### src/rtl/modulation_bus_processor_macros.svh
// Assertion macros shared by the modulation bus processor RTL.
`ifndef MODULATION_BUS_PROCESSOR_MACROS_SVH
`define MODULATION_BUS_PROCESSOR_MACROS_SVH

// Same-cycle implication, sampled on clk, off while rst_n is low.
`define MBP_ASSERT_NOW(lbl, ante, cons, msg) \
  lbl: assert property (@(posedge clk) disable iff (!rst_n) (ante) |-> (cons)) \
    else $error(msg);

// Next-cycle implication, sampled on clk, off while rst_n is low.
`define MBP_ASSERT_NEXT(lbl, ante, cons, msg) \
  lbl: assert property (@(posedge clk) disable iff (!rst_n) (ante) |=> (cons)) \
    else $error(msg);

`endif

### src/rtl/mbp_pkg.sv
// Types, constants and helpers of the modulation bus processor.
package mbp_pkg;

  // Sample format and derived widths
  localparam int SAMPLE_W   = 16;
  localparam int FRAC_W     = SAMPLE_W - 1;
  localparam int LVL_W      = SAMPLE_W + 2;
  localparam int COEF_W     = 16;
  localparam int STEP_W     = 16;
  localparam int HOLD_W     = 16;
  localparam int THR_W      = FRAC_W;
  localparam int WIDE_BASE  = (SAMPLE_W > COEF_W) ? SAMPLE_W : COEF_W;
  localparam int POLE_W     = WIDE_BASE + 3;
  localparam int MX_W       = WIDE_BASE + 1;
  localparam int PROD_W     = MX_W + POLE_W;
  localparam int CFG_IDX_W  = 3;
  localparam int CFG_DATA_W = (THR_W > COEF_W) ? THR_W : COEF_W;

  // Full scale, overshoot and end-of-decay levels
  localparam longint ONE_I  = longint'(1) << FRAC_W;
  localparam longint OVER_I = (ONE_I + 50) / 100;
  localparam longint END_I  = (ONE_I + 500) / 1000;

  localparam logic signed [POLE_W-1:0] ONE_P     = POLE_W'(ONE_I);
  localparam logic signed [POLE_W-1:0] SMAX_P    = POLE_W'(ONE_I - 1);
  localparam logic signed [POLE_W-1:0] SMIN_P    = POLE_W'(-ONE_I);
  localparam logic signed [POLE_W-1:0] ATK_TGT_P = POLE_W'(ONE_I + OVER_I);
  localparam logic signed [POLE_W-1:0] DEC_TGT_P = POLE_W'(-OVER_I);
  localparam logic signed [POLE_W-1:0] END_P     = POLE_W'(END_I);
  localparam logic signed [LVL_W-1:0]  ONE_LVL   = LVL_W'(ONE_I);

  // Rounding offsets for the coefficient and sample products
  localparam logic signed [PROD_W-1:0] RND_COEF = PROD_W'(longint'(1) << (COEF_W - 1));
  localparam logic signed [PROD_W-1:0] RND_FRAC = PROD_W'(longint'(1) << (FRAC_W - 1));

  typedef enum logic [3:0] {
    OP_ADD     = 4'd0,
    OP_MUL     = 4'd1,
    OP_MIN     = 4'd2,
    OP_MAX     = 4'd3,
    OP_GATE    = 4'd4,
    OP_XFADE   = 4'd5,
    OP_DIFF    = 4'd6,
    OP_FOLLOW  = 4'd7,
    OP_TRIGGER = 4'd8,
    OP_SLEWEXP = 4'd9,
    OP_SLEWLIN = 4'd10
  } op_t;

  typedef enum logic [CFG_IDX_W-1:0] {
    REG_ENABLED    = 3'd0,
    REG_OP         = 3'd1,
    REG_THRESHOLD  = 3'd2,
    REG_HOLD_TICKS = 3'd3,
    REG_COEF_UP    = 3'd4,
    REG_COEF_DOWN  = 3'd5,
    REG_STEP_UP    = 3'd6,
    REG_STEP_DOWN  = 3'd7
  } cfg_idx_t;

  typedef enum logic [3:0] {
    PH_IDLE   = 4'b0001,
    PH_ATTACK = 4'b0010,
    PH_HOLD   = 4'b0100,
    PH_DECAY  = 4'b1000
  } env_phase_t;

  typedef struct packed {
    logic              enabled;
    op_t               op;
    logic [THR_W-1:0]  threshold;
    logic [HOLD_W-1:0] hold_ticks;
    logic [COEF_W-1:0] coef_up;
    logic [COEF_W-1:0] coef_down;
    logic [STEP_W-1:0] step_up;
    logic [STEP_W-1:0] step_down;
  } cfg_t;

  // Envelope view handed to the arithmetic unit
  typedef struct packed {
    env_phase_t              phase;
    logic signed [LVL_W-1:0] level;
  } env_view_t;

  // Clamp a wide value into the sample range
  function automatic logic signed [SAMPLE_W-1:0] sat_sample(
    input logic signed [POLE_W-1:0] x
  );
    logic signed [POLE_W-1:0] c;
    c = (x > SMAX_P) ? SMAX_P : ((x < SMIN_P) ? SMIN_P : x);
    return c[SAMPLE_W-1:0];
  endfunction

endpackage

### src/rtl/mbp_env.sv
// Trigger envelope sequencer: phase, hold counter and previous magnitude.
module mbp_env (
  input  logic                                 clk,
  input  logic                                 rst_n,
  input  logic                                 upd,
  input  logic signed [mbp_pkg::SAMPLE_W-1:0]  sample_a,
  input  mbp_pkg::cfg_t                        cfg,
  input  logic signed [mbp_pkg::POLE_W-1:0]    pole_res,
  output mbp_pkg::env_view_t                   view
);

  mbp_pkg::env_phase_t                  phase_r, phase_nxt, ph_eff;
  logic [mbp_pkg::HOLD_W-1:0]           hold_cnt_r, hold_cnt_nxt, hc_eff, hc_dec;
  logic [mbp_pkg::THR_W-1:0]            prev_mag_r, mag;
  logic signed [mbp_pkg::SAMPLE_W:0]    a_x;
  logic [mbp_pkg::SAMPLE_W:0]           abs_u;
  logic signed [mbp_pkg::LVL_W-1:0]     lvl;
  logic                                 trig;

  // Magnitude, full-scale negative folded to the largest positive sample
  assign a_x   = (mbp_pkg::SAMPLE_W + 1)'(sample_a);
  assign abs_u = (a_x < 0) ? (mbp_pkg::SAMPLE_W + 1)'(-a_x) : (mbp_pkg::SAMPLE_W + 1)'(a_x);
  assign mag   = abs_u[mbp_pkg::FRAC_W] ? '1 : abs_u[mbp_pkg::FRAC_W-1:0];

  // Upward crossing restarts the envelope from idle or decay
  assign trig = (mag > cfg.threshold) && (prev_mag_r <= cfg.threshold) &&
                ((phase_r == mbp_pkg::PH_IDLE) || (phase_r == mbp_pkg::PH_DECAY));

  assign ph_eff = trig ? mbp_pkg::PH_ATTACK : phase_r;
  assign hc_eff = trig ? cfg.hold_ticks : hold_cnt_r;
  assign hc_dec = (hc_eff != '0) ? hc_eff - mbp_pkg::HOLD_W'(1) : '0;

  // Advance the phase and pick this tick's level
  always_comb begin
    phase_nxt    = ph_eff;
    hold_cnt_nxt = hc_eff;
    lvl          = '0;
    case (ph_eff)
      mbp_pkg::PH_IDLE: begin
        lvl = '0;
      end
      mbp_pkg::PH_ATTACK: begin
        if (pole_res >= mbp_pkg::ONE_P) begin
          lvl       = mbp_pkg::ONE_LVL;
          phase_nxt = (cfg.hold_ticks != '0) ? mbp_pkg::PH_HOLD : mbp_pkg::PH_DECAY;
        end else begin
          lvl = pole_res[mbp_pkg::LVL_W-1:0];
        end
      end
      mbp_pkg::PH_HOLD: begin
        lvl          = mbp_pkg::ONE_LVL;
        hold_cnt_nxt = hc_dec;
        if (hc_dec == '0) begin
          phase_nxt = mbp_pkg::PH_DECAY;
        end
      end
      mbp_pkg::PH_DECAY: begin
        if (pole_res <= mbp_pkg::END_P) begin
          lvl       = '0;
          phase_nxt = mbp_pkg::PH_IDLE;
        end else begin
          lvl = pole_res[mbp_pkg::LVL_W-1:0];
        end
      end
      default: begin
        lvl       = '0;
        phase_nxt = mbp_pkg::PH_IDLE;
      end
    endcase
  end

  assign view.phase = ph_eff;
  assign view.level = lvl;

  // Commit envelope state only on ticks of an enabled bus in trigger mode
  always_ff @(posedge clk) begin
    if (!rst_n) begin
      phase_r    <= mbp_pkg::PH_IDLE;
      hold_cnt_r <= '0;
      prev_mag_r <= '0;
    end else if (upd) begin
      phase_r    <= phase_nxt;
      hold_cnt_r <= hold_cnt_nxt;
      prev_mag_r <= mag;
    end
  end

endmodule

### config.mk
export PLATFORM = sky130hd
export DESIGN_NAME = mbp_env
export DESIGN_NICKNAME = d
export VERILOG_FILES = /design/src/rtl/modulation_bus_processor_macros.svh /design/src/rtl/mbp_pkg.sv /design/src/rtl/mbp_env.sv
export SDC_FILE = /design/constraint.sdc
export NUM_CORES = 1
export LEC_CHECK = 0
export BUFFER_PORTS_ARGS = -buffer_cell sky130_fd_sc_hd__buf_4
export CORE_UTILIZATION = 44
export CTS_CLUSTER_DIAMETER = 80
export DETAILED_ROUTE_END_ITERATION = 8
export GPL_TIMING_DRIVEN = 1
export MAX_ROUTING_LAYER = met4
export PLACE_DENSITY = 0.78
export REMOVE_ABC_BUFFERS = 1
export SYNTH_ARGS = -nofsm -noshare
export SYNTH_HDL_FRONTEND = slang
export SYNTH_SLANG_ARGS = --single-unit
### constraint.sdc
create_clock -name clk -period 7.12 [get_ports clk]
set_clock_uncertainty 0.15 [all_clocks]
set_input_delay 0.356 -clock clk [delete_from_list [all_inputs] [get_ports clk]]
set_output_delay 0.356 -clock clk [all_outputs]
set_load 0.03 [all_outputs]
# Word level (Yosys, flattened, before mapping)
# Index checks and enable logic that the tools add are counted.
dict set report word_totals {
  output_inout_bits 22
  input_bits 138
  elab_cells 36
  register_bits 35
}
dict set report classes {
  eq_ne 6
  order_cmp 5
  n_addsub 2
  n_reduce_logical 6
  n_mux 14
}
# op n
set ops {}
lappend ops {{$mux 16} 4}
lappend ops {{$pmux 18 s3} 1}
lappend ops {{$mux 18} 2}
lappend ops {{$reduce_bool 16->1} 2}
lappend ops {{$mux 4} 5}
lappend ops {{$ge 19x17->1 const B} 1}
lappend ops {{$le 19x7->1 const B} 1}
lappend ops {{$logic_not 16->1} 1}
lappend ops {{$lt 16x1->1 const B} 1}
lappend ops {{$neg 16->16} 1}
lappend ops {{$pmux 4 s4} 1}
lappend ops {{$sub 16x1->16 const B} 1}
lappend ops {{$gt 15x15->1} 1}
lappend ops {{$le 15x15->1} 1}
lappend ops {{$mux 15} 1}
lappend ops {{$eq 4x1->1 const B} 2}
lappend ops {{$eq 4x4->1 const B} 2}
lappend ops {{$eq 4x2->1 const B} 1}
lappend ops {{$eq 4x3->1 const B} 1}
lappend ops {{$logic_and 1x1->1} 2}
lappend ops {{$logic_or 1x1->1} 1}

# Logic depth before layout (Yosys ltp)
# Gate-level depths: netlist of run 1.
dict set report depth {
  ltp_word 12
  ltp_mapped 28
  ltp_nobuf 25
}

# Least setup slack after synthesis of run 1
# Ideal clock, no wire load.
dict set report synth_timing {
  path_type {in2reg}
  startpoint {input port sample_a[4] (netlist bit)}
  endpoint {register hold_cnt_r[3] (netlist bit)}
  path_buffers 6
  t_arrival_ns 6.391
  setup_time_ns 0.116
  stages 27
  required_time_ns 6.854
  slack_ns 0.463
  path_cell_list {or3_4 or3_4 or3_4 or4b_4 buf_6 clkbuf_1 nand2_1 ha_1 nand4_1 a21oi_1 o31ai_1 a211o_2 nor2_1 buf_6 buf_4 mux2i_1 ha_1 buf_4 or4b_2 nor3_2 or3b_1 nor3_1 mux2i_1 buf_2 a21oi_1 o21ai_0 o211a_1}
}
dict set report synth_via {
  elab_chain_len 10
  word_cells_on_any_way 14
  classes_between {2 x add/sub; 2 x order compare; 1 x eq/ne; 6 x mux; 3 x reduce/logical}
}
# element line
set synth_lines {}
lappend synth_lines {{from (decl)} mbp_env.sv:6} ;# input logic signed [mbp_pkg::SAMPLE_W-1:0] sample_a,
lappend synth_lines {{$neg 16->16 / $lt 16x1->1 (equally long branches)} mbp_env.sv:22} ;# assign abs_u = (a_x < 0) ? (mbp_pkg::SAMPLE_W + 1)'(-a_x) : (mbp_pkg::SAMPLE_W + 1)'(a_x);
lappend synth_lines {{$mux 16 *} mbp_env.sv:22}
lappend synth_lines {{$mux 15 *} mbp_env.sv:23} ;# assign mag = abs_u[mbp_pkg::FRAC_W] ? '1 : abs_u[mbp_pkg::FRAC_W-1:0];
lappend synth_lines {{named net mag (one bit)} mbp_env.sv:14} ;# logic [mbp_pkg::THR_W-1:0] prev_mag_r, mag;
lappend synth_lines {{$gt 15x15->1 *} mbp_env.sv:26} ;# assign trig = (mag > cfg.threshold) && (prev_mag_r <= cfg.threshold) &&
lappend synth_lines {{$logic_and 1x1->1 * (2 in a row)} mbp_env.sv:26}
lappend synth_lines {{$mux 16} mbp_env.sv:30} ;# assign hc_eff = trig ? cfg.hold_ticks : hold_cnt_r;
lappend synth_lines {{$sub 16x1->16 / $reduce_bool 16->1 (equally long branches)} mbp_env.sv:31} ;# assign hc_dec = (hc_eff != '0) ? hc_eff - mbp_pkg::HOLD_W'(1) : '0;
lappend synth_lines {{$mux 16} mbp_env.sv:31}
lappend synth_lines {{$mux 16 *} mbp_env.sv:38} ;# case (ph_eff)
lappend synth_lines {{to (signal assigned)} mbp_env.sv:83} ;# hold_cnt_r <= hold_cnt_nxt;
lappend synth_lines {{to (decl)} mbp_env.sv:13} ;# logic [mbp_pkg::HOLD_W-1:0] hold_cnt_r, hold_cnt_nxt, hc_eff, hc_dec;
# The timed path passes the listed nets; every way through them passes the cells marked *.
# A chain may end at the register's enable or synchronous reset.

# Worst setup path after layout of run 1
dict set report layout_timing {
  startpoint {input port sample_a[4] (netlist bit)}
  endpoint {register hold_cnt_r[6] (netlist bit)}
}
# The elaborated chain is that of the path after synthesis.

==> summary.json, run 1 <==
{
  "global_routing": {
    "grt.overflow.total": 0,
    "first_global_vias": 3810,
    "grt_first_pass_wirelength_um": 17080,
    "grt_use_total_pct": 25.05,
    "number_of_antenna_violations_at_the_first_check_in_global_routing": 0,
    "grt_max_degree": 57
  },
  "sta": {
    "grt_setup_unrepaired": "false",
    "finalSetupTns_ps": 0,
    "timing.final.ws_setup_ps": 409.0,
    "worst_slew_margin_rel_pct": 23.59,
    "worst_hold_slack_ps": 298.7,
    "worst_pin_slew_ps": 1143,
    "timing.final.crit_share_pct": 94.26,
    "finalHoldViolations": 0,
    "finalMaxSlewViolations": 0,
    "timing.final.crit_period_ps": 6711,
    "setup_violations": 0,
    "max_freq_mhz": 149.0
  },
  "min_path": {
    "hold_path.startpoint": "sample_a[9]",
    "hp_class": "input pin to register"
  },
  "clocking": {
    "cts_setup_buffers": 0,
    "clock-sinks": 35,
    "cts.reportedPaths.clkPinSlew_ps": 80,
    "tritoncts": "done",
    "cts_root_buffer": "clkbuf_8",
    "maximum_root_to_sink_buffer_count": 2,
    "h-tree-depth": 2,
    "cts_buffers": 5,
    "cts_hold_fix_bufs": 0,
    "insertion_delay_ps": 300
  },
  "critical_path": {
    "worst_setup_path_end_kind": "register",
    "critPathArrivalTime_ps": 6750,
    "crit-reg2reg-launch": "prev_mag_r[4]",
    "critPathKind": "input pin to register",
    "worstPathRequired_ps": 7160,
    "crit_path_start_kind": "input pin",
    "cpPeakStageDelay_ps": 690,
    "critical-path-slowest-cell": "or4b_2",
    "crit_path_start": "sample_a[4]",
    "worstPathMaxFanout": 8
  },
  "drt": {
    "drc_errors": 0,
    "drt_first_iter_violations": 139,
    "drt-total-wl_um": 10230,
    "ant_nets": 0,
    "avgRoutedWirePerCell_um": 15.28,
    "vias_per_cell": 5.849,
    "vias": 3913,
    "drt_first_pass_iters": 4
  },
  "synth": {
    "postSynth.asyncResetShare_pct": 0,
    "synth_top_cell_by_area": "dfxtp_1",
    "synth_edf_count": 0,
    "postSynthCellCount": 488,
    "synth_area_mm2": 0.003697,
    "yosysTopAreaCellShare_pct": 18.95,
    "synth_seq_cells": 35,
    "synth_seq_area_share_pct": 18.95,
    "post_synth_main_area_contributors": "dfxtp_1, ha_1, o211a_1",
    "postSynthAreaPerCell_um2": 7.576,
    "synth.lib_cells_used.distinct": 62,
    "yosysWarnings": 0,
    "most_common_flop_cell_mapped_by_yosys": "dfxtp_1"
  },
  "finish": {
    "seq_area_um2": 700.7,
    "fill_cells": 798,
    "multi_input_area_mm2": 0.002790,
    "area.growth.synth_to_final_pct": 22.37,
    "final_common_cell": "buf_4",
    "finish.instance_area_mm2": 0.004524,
    "final_core_util_pct": 55.34,
    "commonest_cells_after_routing_fill_and_taps_aside": "buf_4, nand2_1, dfxtp_1",
    "final_layout_size_suffix_gt1_share_pct": 22.16,
    "num-nets-final": 734,
    "n_antenna_cell": 0
  },
  "die": {
    "standard_cell_rows": 33,
    "coreArea_mm2": 0.008175,
    "pin_count": 160,
    "start_util_pct": 45.22,
    "fp.dieH_um": 93.67,
    "dieArea_mm2": 0.008773,
    "die_x_um": 93.67
  },
  "power_and_ir_drop": {
    "sw_frac_of_total_pct": 38.93,
    "power_report.internal_total_mw": 0.4766,
    "p_sw_mw": 0.3038,
    "powerDensity_mw_per_mm2": 172.5,
    "max-vdd-ir-drop_uv": 92.59,
    "power.combinational.fraction_pct": 47.2,
    "share_clk_of_total_power_pct": 23.1,
    "power.sequential.fraction_pct": 29.8,
    "static-leakage-power_nw": 2.142
  },
  "placement": {
    "place_worst_setup_slack_ps": 82.02,
    "port-buffer-count": 90,
    "hpwlAfterDp_um": 7785,
    "gpl.final_weighted_congestion": 0.9156,
    "dpl-instance-area_mm2": 0.004414
  },
  "flow_run": {
    "timing.max_cap.violations": 0
  },
  "run_status": {
    "result_of_the_run": "finished, final reports clean"
  }
}
-- worst max-delay path, delay by kind of cell --
family / cells / cell delay, ps
simple gates: 12 / 3720
xor+xnor: 1 / 210
buf+inv: 2 / 350
mux: 2 / 580
compound gates: 6 / 1030
fa+ha+maj: 2 / 520
-- cells by family after synthesis --
kind of cell	Yosys count	synth area share, %
AND/OR/NAND/NOR	209	30.76
adder cells (fa/ha/maj)	32	10.83
flip-flops	35	18.95
buffers and inverters	49	6.024
multiplexers	19	5.313
XOR/XNOR	28	6.633
AO/OA/AOI/OAI	116	21.49
-- flip-flops by register name, indices dropped and copies added, names as in the netlist --
register    flops
phase_r         4
prev_mag_r     15
hold_cnt_r     16
-- path summary, 6_finish.rpt --
kind | end | slack, ps | cells past startpoint
min reg2reg | prev_mag_r[1] | 340 | 1
max reg2reg | hold_cnt_r[6] | 2160 | 17
min | prev_mag_r[9] | 300 | 4
max | hold_cnt_r[6] | 410 | 25
-- cell usage after synthesis, drive strengths merged (18+ instances only) --
cell / number
nand2: 44
dfxtp: 35
a21oi: 32
ha: 32
nor2: 32
o21ai: 28
nand3: 24
inv: 23
nor2b: 22
xor2: 20
o211a: 19
nor3: 18
-- routing by layer --
layer	wire length [µm]	global-route usage, %	up-vias	share of wire (%)
met1	4359	28.40	1819	43
li1	-	-	1934	-
met5	0	-	-	0
met4	291	10.51	0	2.8
met2	4998	43.38	135	49
met3	575	4.531	25	5.6
-- cell type report --
type | instances | share of cell area [%]
multi-input cells | 404 | 61.67
repair buffers | 95 | 15.76
clock inverters | 1 | 0.6637
well taps | 105 | 2.904
clock buffers | 6 | 1.604
inverters | 23 | 1.908
flip-flops and latches | 35 | 15.49
-- per-stage QoR --
| stage | cells | total power [mW] |
|---|---|---|
| 5_1_grt | 669 | 0.8300 |
| 3_3_place_gp | 662 | 0.5851 |
| 4_1_cts | 669 | 0.7778 |
| 2_1_floorplan | 462 | 0.4672 |
| 6_report | 669 | 0.7805 |
| 3_5_place_dp | 662 | 0.5971 |
-- timing repair --
action / CTS / global route
endpoints found under the setup margin: 0 / 3
endpoints found under the hold margin: 0 / 0
gates resized for setup: 0 / 2
-- power groups by stage --
stage               Clock, mW  Combinational (mW)  Sequential [mW]
global route            0.190               0.405            0.235
global placement            0               0.350            0.235
CTS                     0.182               0.364            0.232
detailed placement          0               0.361            0.236
finish                  0.180               0.368            0.232
floorplan                   0               0.236            0.231
Power figures use the tool's default switching activity.
==> run 2: changes to the inputs <==
Settings changed: RECOVER_POWER set to 25.
==> run 2 against run 1 <==
  * Maximum frequency is 0.18% higher
  * Critical path depth is 2 lower
  * Combinational power hardly changed
  * Register-to-register slack hardly changed
  * Sequential power hardly changed
  * Worst hold slack worse by 1.8 ps
  * Non-clock buffer count stayed put
  * Sequential share of layout area is 0.060 points higher
  * Die area stayed put
  * Clock-buffer cell count stayed put
  * Wire length is 0.28% lower
  * Core utilization is 0.21 points lower
  * Critical path type unchanged
  * Highest routed layer unchanged
==> summary.json, run 2 (synthesis gave the netlist of run 1 again) <==
{
  "sta": {
    "worst_pin_slew": {"value": 1147, "unit": "ps", "change": "+4.225 ps"},
    "grt_setup_unrepaired": "false",
    "timing.final.crit_period": {"value": 6699, "unit": "ps", "change": "-12.21 ps"},
    "max_freq": {"value": 149.3, "unit": "MHz", "change": "+0.18%"},
    "finalHoldViolations": {"value": 0, "change": "unchanged"},
    "setup_violations": {"value": 0, "change": "unchanged"},
    "timing.final.crit_share": {"value": 94.08, "unit": "%", "change": "-0.17 points"},
    "finalMaxSlewViolations": {"value": 0, "change": "unchanged"},
    "worst_slew_margin_rel": {"value": 23.31, "unit": "%", "change": "-0.28 points"}
  },
  "clocking": {
    "cts_hold_fix_bufs": {"value": 0, "change": "unchanged"},
    "cts_setup_buffers": {"value": 0, "change": "unchanged"},
    "tritoncts": "done",
    "cts_root_buffer": "clkbuf_8",
    "h-tree-depth": {"value": 2, "change": "unchanged"},
    "maximum_root_to_sink_buffer_count": {"value": 2, "change": "unchanged"},
    "insertion_delay": {"value": 300, "unit": "ps", "change": "about the same"},
    "cts.reportedPaths.clkPinSlew": {"value": 80, "unit": "ps", "change": "about the same"},
    "cts_buffers": {"value": 5, "change": "unchanged"},
    "cts.repair.resized": {"value": 0, "change": "unchanged"},
    "clock-sinks": {"value": 35, "change": "unchanged"}
  },
  "placement": {
    "port-buffer-count": {"value": 90, "change": "unchanged"},
    "hpwlAfterDp": {"value": 7785, "unit": "µm", "change": "unchanged"},
    "dpl-instance-area": {"value": 0.004414, "unit": "mm²", "change": "unchanged"},
    "gpl.final_weighted_congestion": {"value": 0.9156, "change": "unchanged"}
  },
  "finish": {
    "largest_register": "hold_cnt_r",
    "final_layout_size_suffix_gt1_share": {"value": 21.45, "unit": "%", "change": "-0.71 points"},
    "final_core_util": {"value": 55.13, "unit": "%", "change": "-0.21 points"},
    "largest_register_ffs": {"value": 16, "change": "unchanged"},
    "final_common_cell": "buf_4",
    "num-nets-final": {"value": 734, "change": "unchanged"},
    "fill_cells": {"value": 798, "change": "unchanged"},
    "area.growth.synth_to_final_pct": 21.90,
    "finish.instance_area": {"value": 0.004507, "unit": "mm²", "change": "-0.39%"},
    "largest_registers_ranked_by_flip_flop_count": "hold_cnt_r (16), prev_mag_r (15), phase_r (4)",
    "commonest_cells_after_routing_fill_and_taps_aside": "buf_4, nand2_1, dfxtp_1",
    "n_antenna_cell": {"value": 0, "change": "unchanged"}
  },
  "die": {
    "start_util": {"value": 45.22, "unit": "%", "change": "unchanged"},
    "coreArea": {"value": 0.008175, "unit": "mm²", "change": "unchanged"},
    "pin_count": {"value": 160, "change": "unchanged"},
    "standard_cell_rows": {"value": 33, "change": "unchanged"},
    "fp.dieH": {"value": 93.67, "unit": "µm", "change": "unchanged"},
    "die_x": {"value": 93.67, "unit": "µm", "change": "unchanged"},
    "dieArea": {"value": 0.008773, "unit": "mm²", "change": "unchanged"}
  },
  "critical_path": {
    "worstPathMaxFanout": {"value": 25, "change": "+17"},
    "worst_setup_path_end_kind": "register",
    "crit-reg2reg-launch": "prev_mag_r[4]",
    "crit_path_start_kind": "input pin",
    "critPathKind": "input pin to register",
    "critical-path-slowest-cell": "or4b_4",
    "worstPathRequired": {"value": 7160, "unit": "ps", "change": "about the same"},
    "crit_path_start": "sample_a[2]",
    "critPathArrivalTime": {"value": 6740, "unit": "ps", "change": "about the same"},
    "cpPeakStageDelay": {"value": 690, "unit": "ps", "change": "about the same"},
    "cell_by_cell_listing_of_the_critical_path": "buf_4 > or3_4 > or3_1 > or3_1 > or4b_4 > and2_4 > ha_1 > nand3b_1 > a21oi_1 > o31ai_1 > a211o_2 > nor2_2 > mux2i_2 > ha_1 > or4b_2 > nor3_2 > or3b_1 > nor3_1 > mux2i_2 > buf_4 > a21oi_1 > o21ai_0 > o211a_1"
  },
  "power_and_ir_drop": {
    "static-leakage-power": {"value": 2.131, "unit": "nW", "change": "-0.53%"},
    "powerDensity": {"value": 173.1, "unit": "mW/mm²", "change": "+0.32%"},
    "p_sw": {"value": 0.3039, "unit": "mW", "change": "about the same"},
    "design_power_total": {"value": 0.7800, "unit": "mW", "change": "about the same"},
    "sw_frac_of_total": {"value": 38.96, "unit": "%", "change": "about the same"},
    "max-vdd-ir-drop": {"value": 92.97, "unit": "µV", "change": "+0.41%"},
    "power.combinational.fraction": {"value": 47.1, "unit": "%", "change": "about the same"},
    "share_clk_of_total_power": {"value": 23.2, "unit": "%", "change": "about the same"},
    "power_report.internal_total": {"value": 0.4761, "unit": "mW", "change": "-0.11%"},
    "power.sequential.fraction": {"value": 29.8, "unit": "%", "change": "about the same"}
  },
  "run_status": {
    "result_of_the_run": "finished, final reports clean"
  },
  "min_path": {
    "hold_path.startpoint": "sample_a[9]",
    "hp_class": "input pin to register"
  },
  "drt": {
    "drt_first_iter_violations": {"value": 140, "change": "+0.72%"},
    "drt_first_pass_iters": {"value": 4, "change": "unchanged"},
    "vias_per_cell": {"value": 5.839, "change": "-0.18%"},
    "drt-total-wl": {"value": 10200, "unit": "µm", "change": "-0.28%"},
    "vias": {"value": 3906, "change": "-0.18%"},
    "avgRoutedWirePerCell": {"value": 15.24, "unit": "µm", "change": "-0.28%"},
    "drc_errors": {"value": 0, "change": "unchanged"},
    "ant_nets": {"value": 0, "change": "unchanged"}
  },
  "global_routing": {
    "grtUsageMet3": {"value": 4.531, "unit": "%", "change": "unchanged"},
    "groute.layer.met2.usage": {"value": 43.38, "unit": "%", "change": "unchanged"},
    "number_of_antenna_violations_at_the_first_check_in_global_routing": {"value": 0, "change": "unchanged"},
    "grtUsageMet1": {"value": 28.40, "unit": "%", "change": "unchanged"},
    "grt_max_degree": {"value": 57, "change": "unchanged"},
    "grt.busiest_layer": "met2",
    "grt_use_total": {"value": 25.05, "unit": "%", "change": "unchanged"},
    "grt_first_pass_wirelength": {"value": 17080, "unit": "µm", "change": "unchanged"},
    "first_global_vias": {"value": 3810, "change": "unchanged"},
    "grt.overflow.total": {"value": 0, "change": "unchanged"}
  },
  "flow_run": {
    "timing.max_cap.violations": {"value": 0, "change": "unchanged"}
  }
}
## run 2: cell count changes in the layout (fill, tap and decap cells not counted), sizes merged
cell,before,now
clkbuf,6,8
buf,95,93
## run 2: path summary, 6_finish.rpt
check / to / slack (ps) / cells after the start
worst max-delay path: hold_cnt_r[6] / 420 / 23
worst min-delay path: prev_mag_r[9] / 300 / 4
worst max register to register: hold_cnt_r[6] / 2170 / 17
worst min register to register: prev_mag_r[1] / 340 / 1
## run 2: metal layers
| layer | vias up | part of all wire (%) |
|---|---|---|
| met4 | 0 | 2.8 |
| met3 | 25 | 6.2 |
| met2 | 136 | 48 |
| met1 | 1811 | 43 |
| li1 | 1934 | - |
| met5 | - | 0 |
## run 2: per-stage QoR
| stage | setup TNS [ps] | worst slack, ps | instances | hold WS [ps] |
|---|---|---|---|---|
| 2_1_floorplan | -5285 | -525.1 | 462 | 282.2 |
| 5_1_grt | 0 | 20.63 | 669 | 306.6 |
| 3_3_place_gp | 0 | 253.9 | 662 | 315.1 |
| 3_5_place_dp | 0 | 82.02 | 662 | 325.0 |
| 4_1_cts | 0 | 368.8 | 669 | 285.7 |
| 6_report | 0 | 421.3 | 669 | 296.9 |
## run 2: critical path, delay by kind of cell
kind | cells | cell delay, ps
fa+ha+maj | 2 | 380
simple gates | 11 | 4100
compound gates | 6 | 970
mux | 2 | 580
buf+inv | 2 | 360
## run 2: cell type report
class,instances,area (µm²),share of cell area [%]
Clock inverter,1,30.03,0.6663
Multi-Input combinational cell,404,2780,61.69
Tap cell,105,131.4,2.915
Inverter,23,86.33,1.916
Sequential cell,35,700.7,15.55
Timing Repair Buffer,95,705.7,15.66
Clock buffer,6,72.57,1.610
## run 2: power by group through the flow
stage	logic, mW	registers (mW)	clock network (mW)
floorplan	0.236	0.231	0
global placement	0.350	0.235	0
detailed placement	0.361	0.236	0
CTS	0.364	0.232	0.182
global route	0.404	0.235	0.190
finish	0.367	0.232	0.181
==> run 3: changes to the inputs <==
Settings changed: ABC_AREA set to 1, CORE_UTILIZATION 44 to 46, PLACE_DENSITY 0.78 to 0.79.
Clock period 7.12 ns to 5.9 ns, I/O delays scaled along.
==> run 3 against run 2 <==
  * First-iteration DRC count increased by 11%
  * Largest power group unchanged
  * Largest cell class unchanged
  * Cell area increased by 7.9%
  * Area after synthesis increased by 10%
  * Power increased by 28%
  * Clock power increased by 9.9%
  * Critical endpoint is now view[7]
==> summary.json, run 3 <==
{
  "run_status": {
    "result_of_the_run": "finished, final reports clean"
  },
  "synth": {
    "synth_area": {"value": 0.004080, "unit": "mm²", "change": "+10%"},
    "synth_seq_area_share": {"value": 17.17, "unit": "%", "change": "-1.8 points"},
    "synth.lib_cells_used.distinct": {"value": 45, "change": "-27%"},
    "most_common_flop_cell_mapped_by_yosys": "dfxtp_1",
    "postSynthCellCount": {"value": 700, "change": "+43%"},
    "synth_compound_gate_area_share": {"value": 14.08, "unit": "%", "change": "-7.4 points"},
    "synth_seq_cells": {"value": 35, "change": "unchanged"},
    "synth.cells.most_frequent": "nand2_1, inv_1, nor2_1, nand3_1, a21oi_1",
    "yosysWarnings": {"value": 0, "change": "unchanged"},
    "synth_top_cell_by_area": "dfxtp_1",
    "postSynth.asyncResetShare": {"value": 0, "unit": "%", "change": "unchanged"},
    "synth_edf_count": {"value": 0, "change": "unchanged"},
    "postSynthAreaPerCell": {"value": 5.829, "unit": "µm²", "change": "-23%"},
    "synth-adder-area-share": {"value": 9.813, "unit": "%", "change": "-1.0 points"},
    "post_synth_and_or_nand_nor_area_fraction": {"value": 42.72, "unit": "%", "change": "+12 points"},
    "yosysTopAreaCellShare": {"value": 17.17, "unit": "%", "change": "-1.8 points"},
    "post_synth_main_area_contributors": "dfxtp_1, nand2_1, inv_1",
    "post_synth_mux_area_share": {"value": 0, "unit": "%", "change": "-5.3 points"},
    "synthXorXnorAreaFrac": {"value": 1.288, "unit": "%", "change": "-5.3 points"},
    "synth_most_common_cell": "nand2_1",
    "largest_family_of_logic_cells_by_synthesized_area": "simple AND/OR/NAND/NOR gates"
  },
  "critical_path": {
    "critical_path_buf_inv_count": {"value": 6, "change": "+4"},
    "crit_path_start_kind": "input pin",
    "critical-path-slowest-cell": "nor4_2",
    "worstPathMaxFanout": {"value": 25, "change": "unchanged"},
    "cpPeakStageDelay": {"value": 400, "unit": "ps", "change": "-290 ps"},
    "reg2reg_to": "phase_r[2]",
    "crit-reg2reg-launch": "prev_mag_r[6]",
    "critPathKind": "input pin to output pin",
    "crit_family": "simple AND/OR/NAND/NOR gates",
    "worst_setup_path_end_kind": "output pin",
    "r2r.worst_path.cells": {"value": 25, "change": "+8"},
    "worst_r2r_setup_slack": {"value": 1980, "unit": "ps", "change": "-190 ps"},
    "critPathArrivalTime": {"value": 4720, "unit": "ps", "change": "-2020 ps"},
    "crit_path_frequent_cell": "nand2_1",
    "worstPathRequired": {"value": 5450, "unit": "ps", "change": "-1710 ps"}
  },
  "finish": {
    "final_layout_size_suffix_gt1_share": {"value": 19.54, "unit": "%", "change": "-1.9 points"},
    "commonest_cells_after_routing_fill_and_taps_aside": "nand2_1, inv_1, buf_4",
    "largest_register": "hold_cnt_r",
    "largest_registers_ranked_by_flip_flop_count": "hold_cnt_r (16), prev_mag_r (15), phase_r (4)",
    "num-nets-final": {"value": 947, "change": "+29%"},
    "final_common_cell": "nand2_1",
    "area.growth.synth_to_final_pct": 19.14,
    "largest_register_ffs": {"value": 16, "change": "unchanged"},
    "n_antenna_cell": {"value": 0, "change": "unchanged"}
  },
  "global_routing": {
    "grt_use_total": {"value": 25.26, "unit": "%", "change": "+0.21 points"},
    "grt_first_pass_wirelength": {"value": 18200, "unit": "µm", "change": "+6.5%"},
    "grt.overflow.total": {"value": 0, "change": "unchanged"},
    "grt_max_degree": {"value": 28, "change": "-51%"},
    "number_of_antenna_violations_at_the_first_check_in_global_routing": {"value": 0, "change": "unchanged"},
    "first_global_vias": {"value": 4280, "change": "+12%"}
  },
  "drt": {
    "drt_first_pass_iters": {"value": 4, "change": "unchanged"},
    "ant_nets": {"value": 0, "change": "unchanged"},
    "drt_first_iter_violations": {"value": 155, "change": "+11%"},
    "avgRoutedWirePerCell": {"value": 12.14, "unit": "µm", "change": "-20%"},
    "vias_per_cell": {"value": 5.093, "change": "-13%"},
    "drt-total-wl": {"value": 10720, "unit": "µm", "change": "+5.1%"},
    "drc_errors": {"value": 0, "change": "unchanged"},
    "vias": {"value": 4497, "change": "+15%"}
  },
  "die": {
    "die_x": {"value": 96.18, "unit": "µm", "change": "+2.7%"},
    "fp.dieH": {"value": 96.18, "unit": "µm", "change": "+2.7%"},
    "standard_cell_rows": {"value": 33, "change": "unchanged"},
    "coreArea": {"value": 0.008382, "unit": "mm²", "change": "+2.5%"},
    "start_util": {"value": 48.68, "unit": "%", "change": "+3.5 points"},
    "pin_count": {"value": 160, "change": "unchanged"},
    "dieArea": {"value": 0.009251, "unit": "mm²", "change": "+5.4%"}
  },
  "sta": {
    "finalMaxSlewViolations": {"value": 0, "change": "unchanged"},
    "finalSetupTns": {"value": 0, "unit": "ps", "change": "unchanged"},
    "timing.final.crit_share_pct": 87.52,
    "timing.final.crit_period_ps": 5164,
    "max_freq_mhz": 193.7,
    "worst_slew_margin_rel": {"value": 16.14, "unit": "%", "change": "-7.2 points"},
    "worst_hold_slack": {"value": 64.49, "unit": "ps", "change": "-232.5 ps"},
    "setup_violations": {"value": 0, "change": "unchanged"},
    "grt_setup_unrepaired": "false",
    "finalHoldViolations": {"value": 0, "change": "unchanged"},
    "worst_pin_slew": {"value": 1258, "unit": "ps", "change": "+110.5 ps"}
  },
  "placement": {
    "gpl.final_weighted_congestion": {"value": 0.9023, "change": "-1.5%"},
    "port-buffer-count": {"value": 90, "change": "unchanged"},
    "hpwlAfterDp": {"value": 8637, "unit": "µm", "change": "+11%"}
  },
  "clocking": {
    "cts_root_buffer": "clkbuf_8",
    "cts.reportedPaths.clkPinSlew": {"value": 90, "unit": "ps", "change": "about the same"},
    "maximum_root_to_sink_buffer_count": {"value": 2, "change": "unchanged"},
    "clock-sinks": {"value": 35, "change": "unchanged"},
    "cts.repair.resized": {"value": 0, "change": "unchanged"},
    "cts_setup_buffers": {"value": 0, "change": "unchanged"},
    "cts_hold_fix_bufs": {"value": 0, "change": "unchanged"},
    "h-tree-depth": {"value": 2, "change": "unchanged"},
    "insertion_delay": {"value": 300, "unit": "ps", "change": "about the same"},
    "tritoncts": "done",
    "cts_buffers": {"value": 5, "change": "unchanged"}
  },
  "flow_run": {
    "timing.max_cap.violations": {"value": 0, "change": "unchanged"}
  },
  "power_and_ir_drop": {
    "powerDensity": {"value": 205.0, "unit": "mW/mm²", "change": "+18%"},
    "max-vdd-ir-drop": {"value": 110.4, "unit": "µV", "change": "+19%"},
    "static-leakage-power": {"value": 2.739, "unit": "nW", "change": "+29%"}
  },
  "min_path": {
    "hold_path.startpoint": "rst_n",
    "worstHoldPathCells": {"value": 2, "change": "-2"},
    "hold-path-endpoint": "phase_r[0]",
    "hp_class": "input pin to register"
  }
}
run 3: cell types whose count changed in the layout (fill, tap and decap cells not counted), moves of 19 or more:
| cell | delta |
|---|---|
| inv_1 | +93 |
| nand2_1 | +126 |
| nand3_1 | +30 |
| nor2_1 | +50 |
| nor2b_1 | -22 |
| o211a_1 | -19 |
run 3: layout make-up:
cell class | count | area, µm²
clock inverter | 2 | 16.27
multi-input combinational | 516 | 2770
tap | 105 | 131.4
fill | 868 | 3521
sequential | 35 | 700.7
timing repair buffer | 94 | 690.7
inverter | 125 | 469.2
clock buffer | 6 | 82.58
run 3: power breakdown:
group	total, mW	internal [mW]	leakage (nW)	switching [mW]
registers	0.266	0.254	0.288	0.0110
logic	0.532	0.189	2.40	0.342
clock network	0.199	0.0955	0.0474	0.104
total	0.996	0.539	2.74	0.457
run 3: how the worst max path moves through the flow:
| stage | from | to | depth (start not counted) |
|---|---|---|---|
| after CTS | sample_a[1] | view[9] | 27 |
| after floorplan | sample_a[0] | view[0] | 25 |
| after detailed placement | sample_a[1] | phase_r[2] | 35 |
| after global placement | sample_a[2] | phase_r[2] | 35 |
| final | sample_a[2] | view[7] | 26 |
| after global routing | sample_a[2] | view[9] | 26 |
run 3: metal layers:
layer | GRT usage (%) | vias up | part of all wire, %
li1 | - | 2383 | -
met1 | 28.81 | 1982 | 45
met2 | 46.16 | 115 | 49
met3 | 3.239 | 17 | 4.8
met4 | 6.592 | 0 | 1.5
met5 | - | - | 0
run 3: per-stage QoR:
stage	utilization, %	instances	total power [mW]	instance area (µm²)	setup WS [ps]
2_1_floorplan	-	676	0.6552	3940	1130
3_3_place_gp	56.99	875	0.7869	4777	686.6
4_1_cts	58.17	883	0.9983	4876	745.4
6_report	57.99	883	0.9964	4861	736.3
3_5_place_dp	56.99	875	0.7997	4777	605.8
5_1_grt	57.99	883	1.080	4861	238.0
run 3: kinds of logic (layout without fill, tap and decap cells):
group                    Yosys count  in the layout
AO/OA/AOI/OAI                    102            102
XOR/XNOR                           6              6
adder cells (fa/ha/maj)           32             32
buffers and inverters            149            227
flip-flops                        35             35
AND/OR/NAND/NOR                  376            376
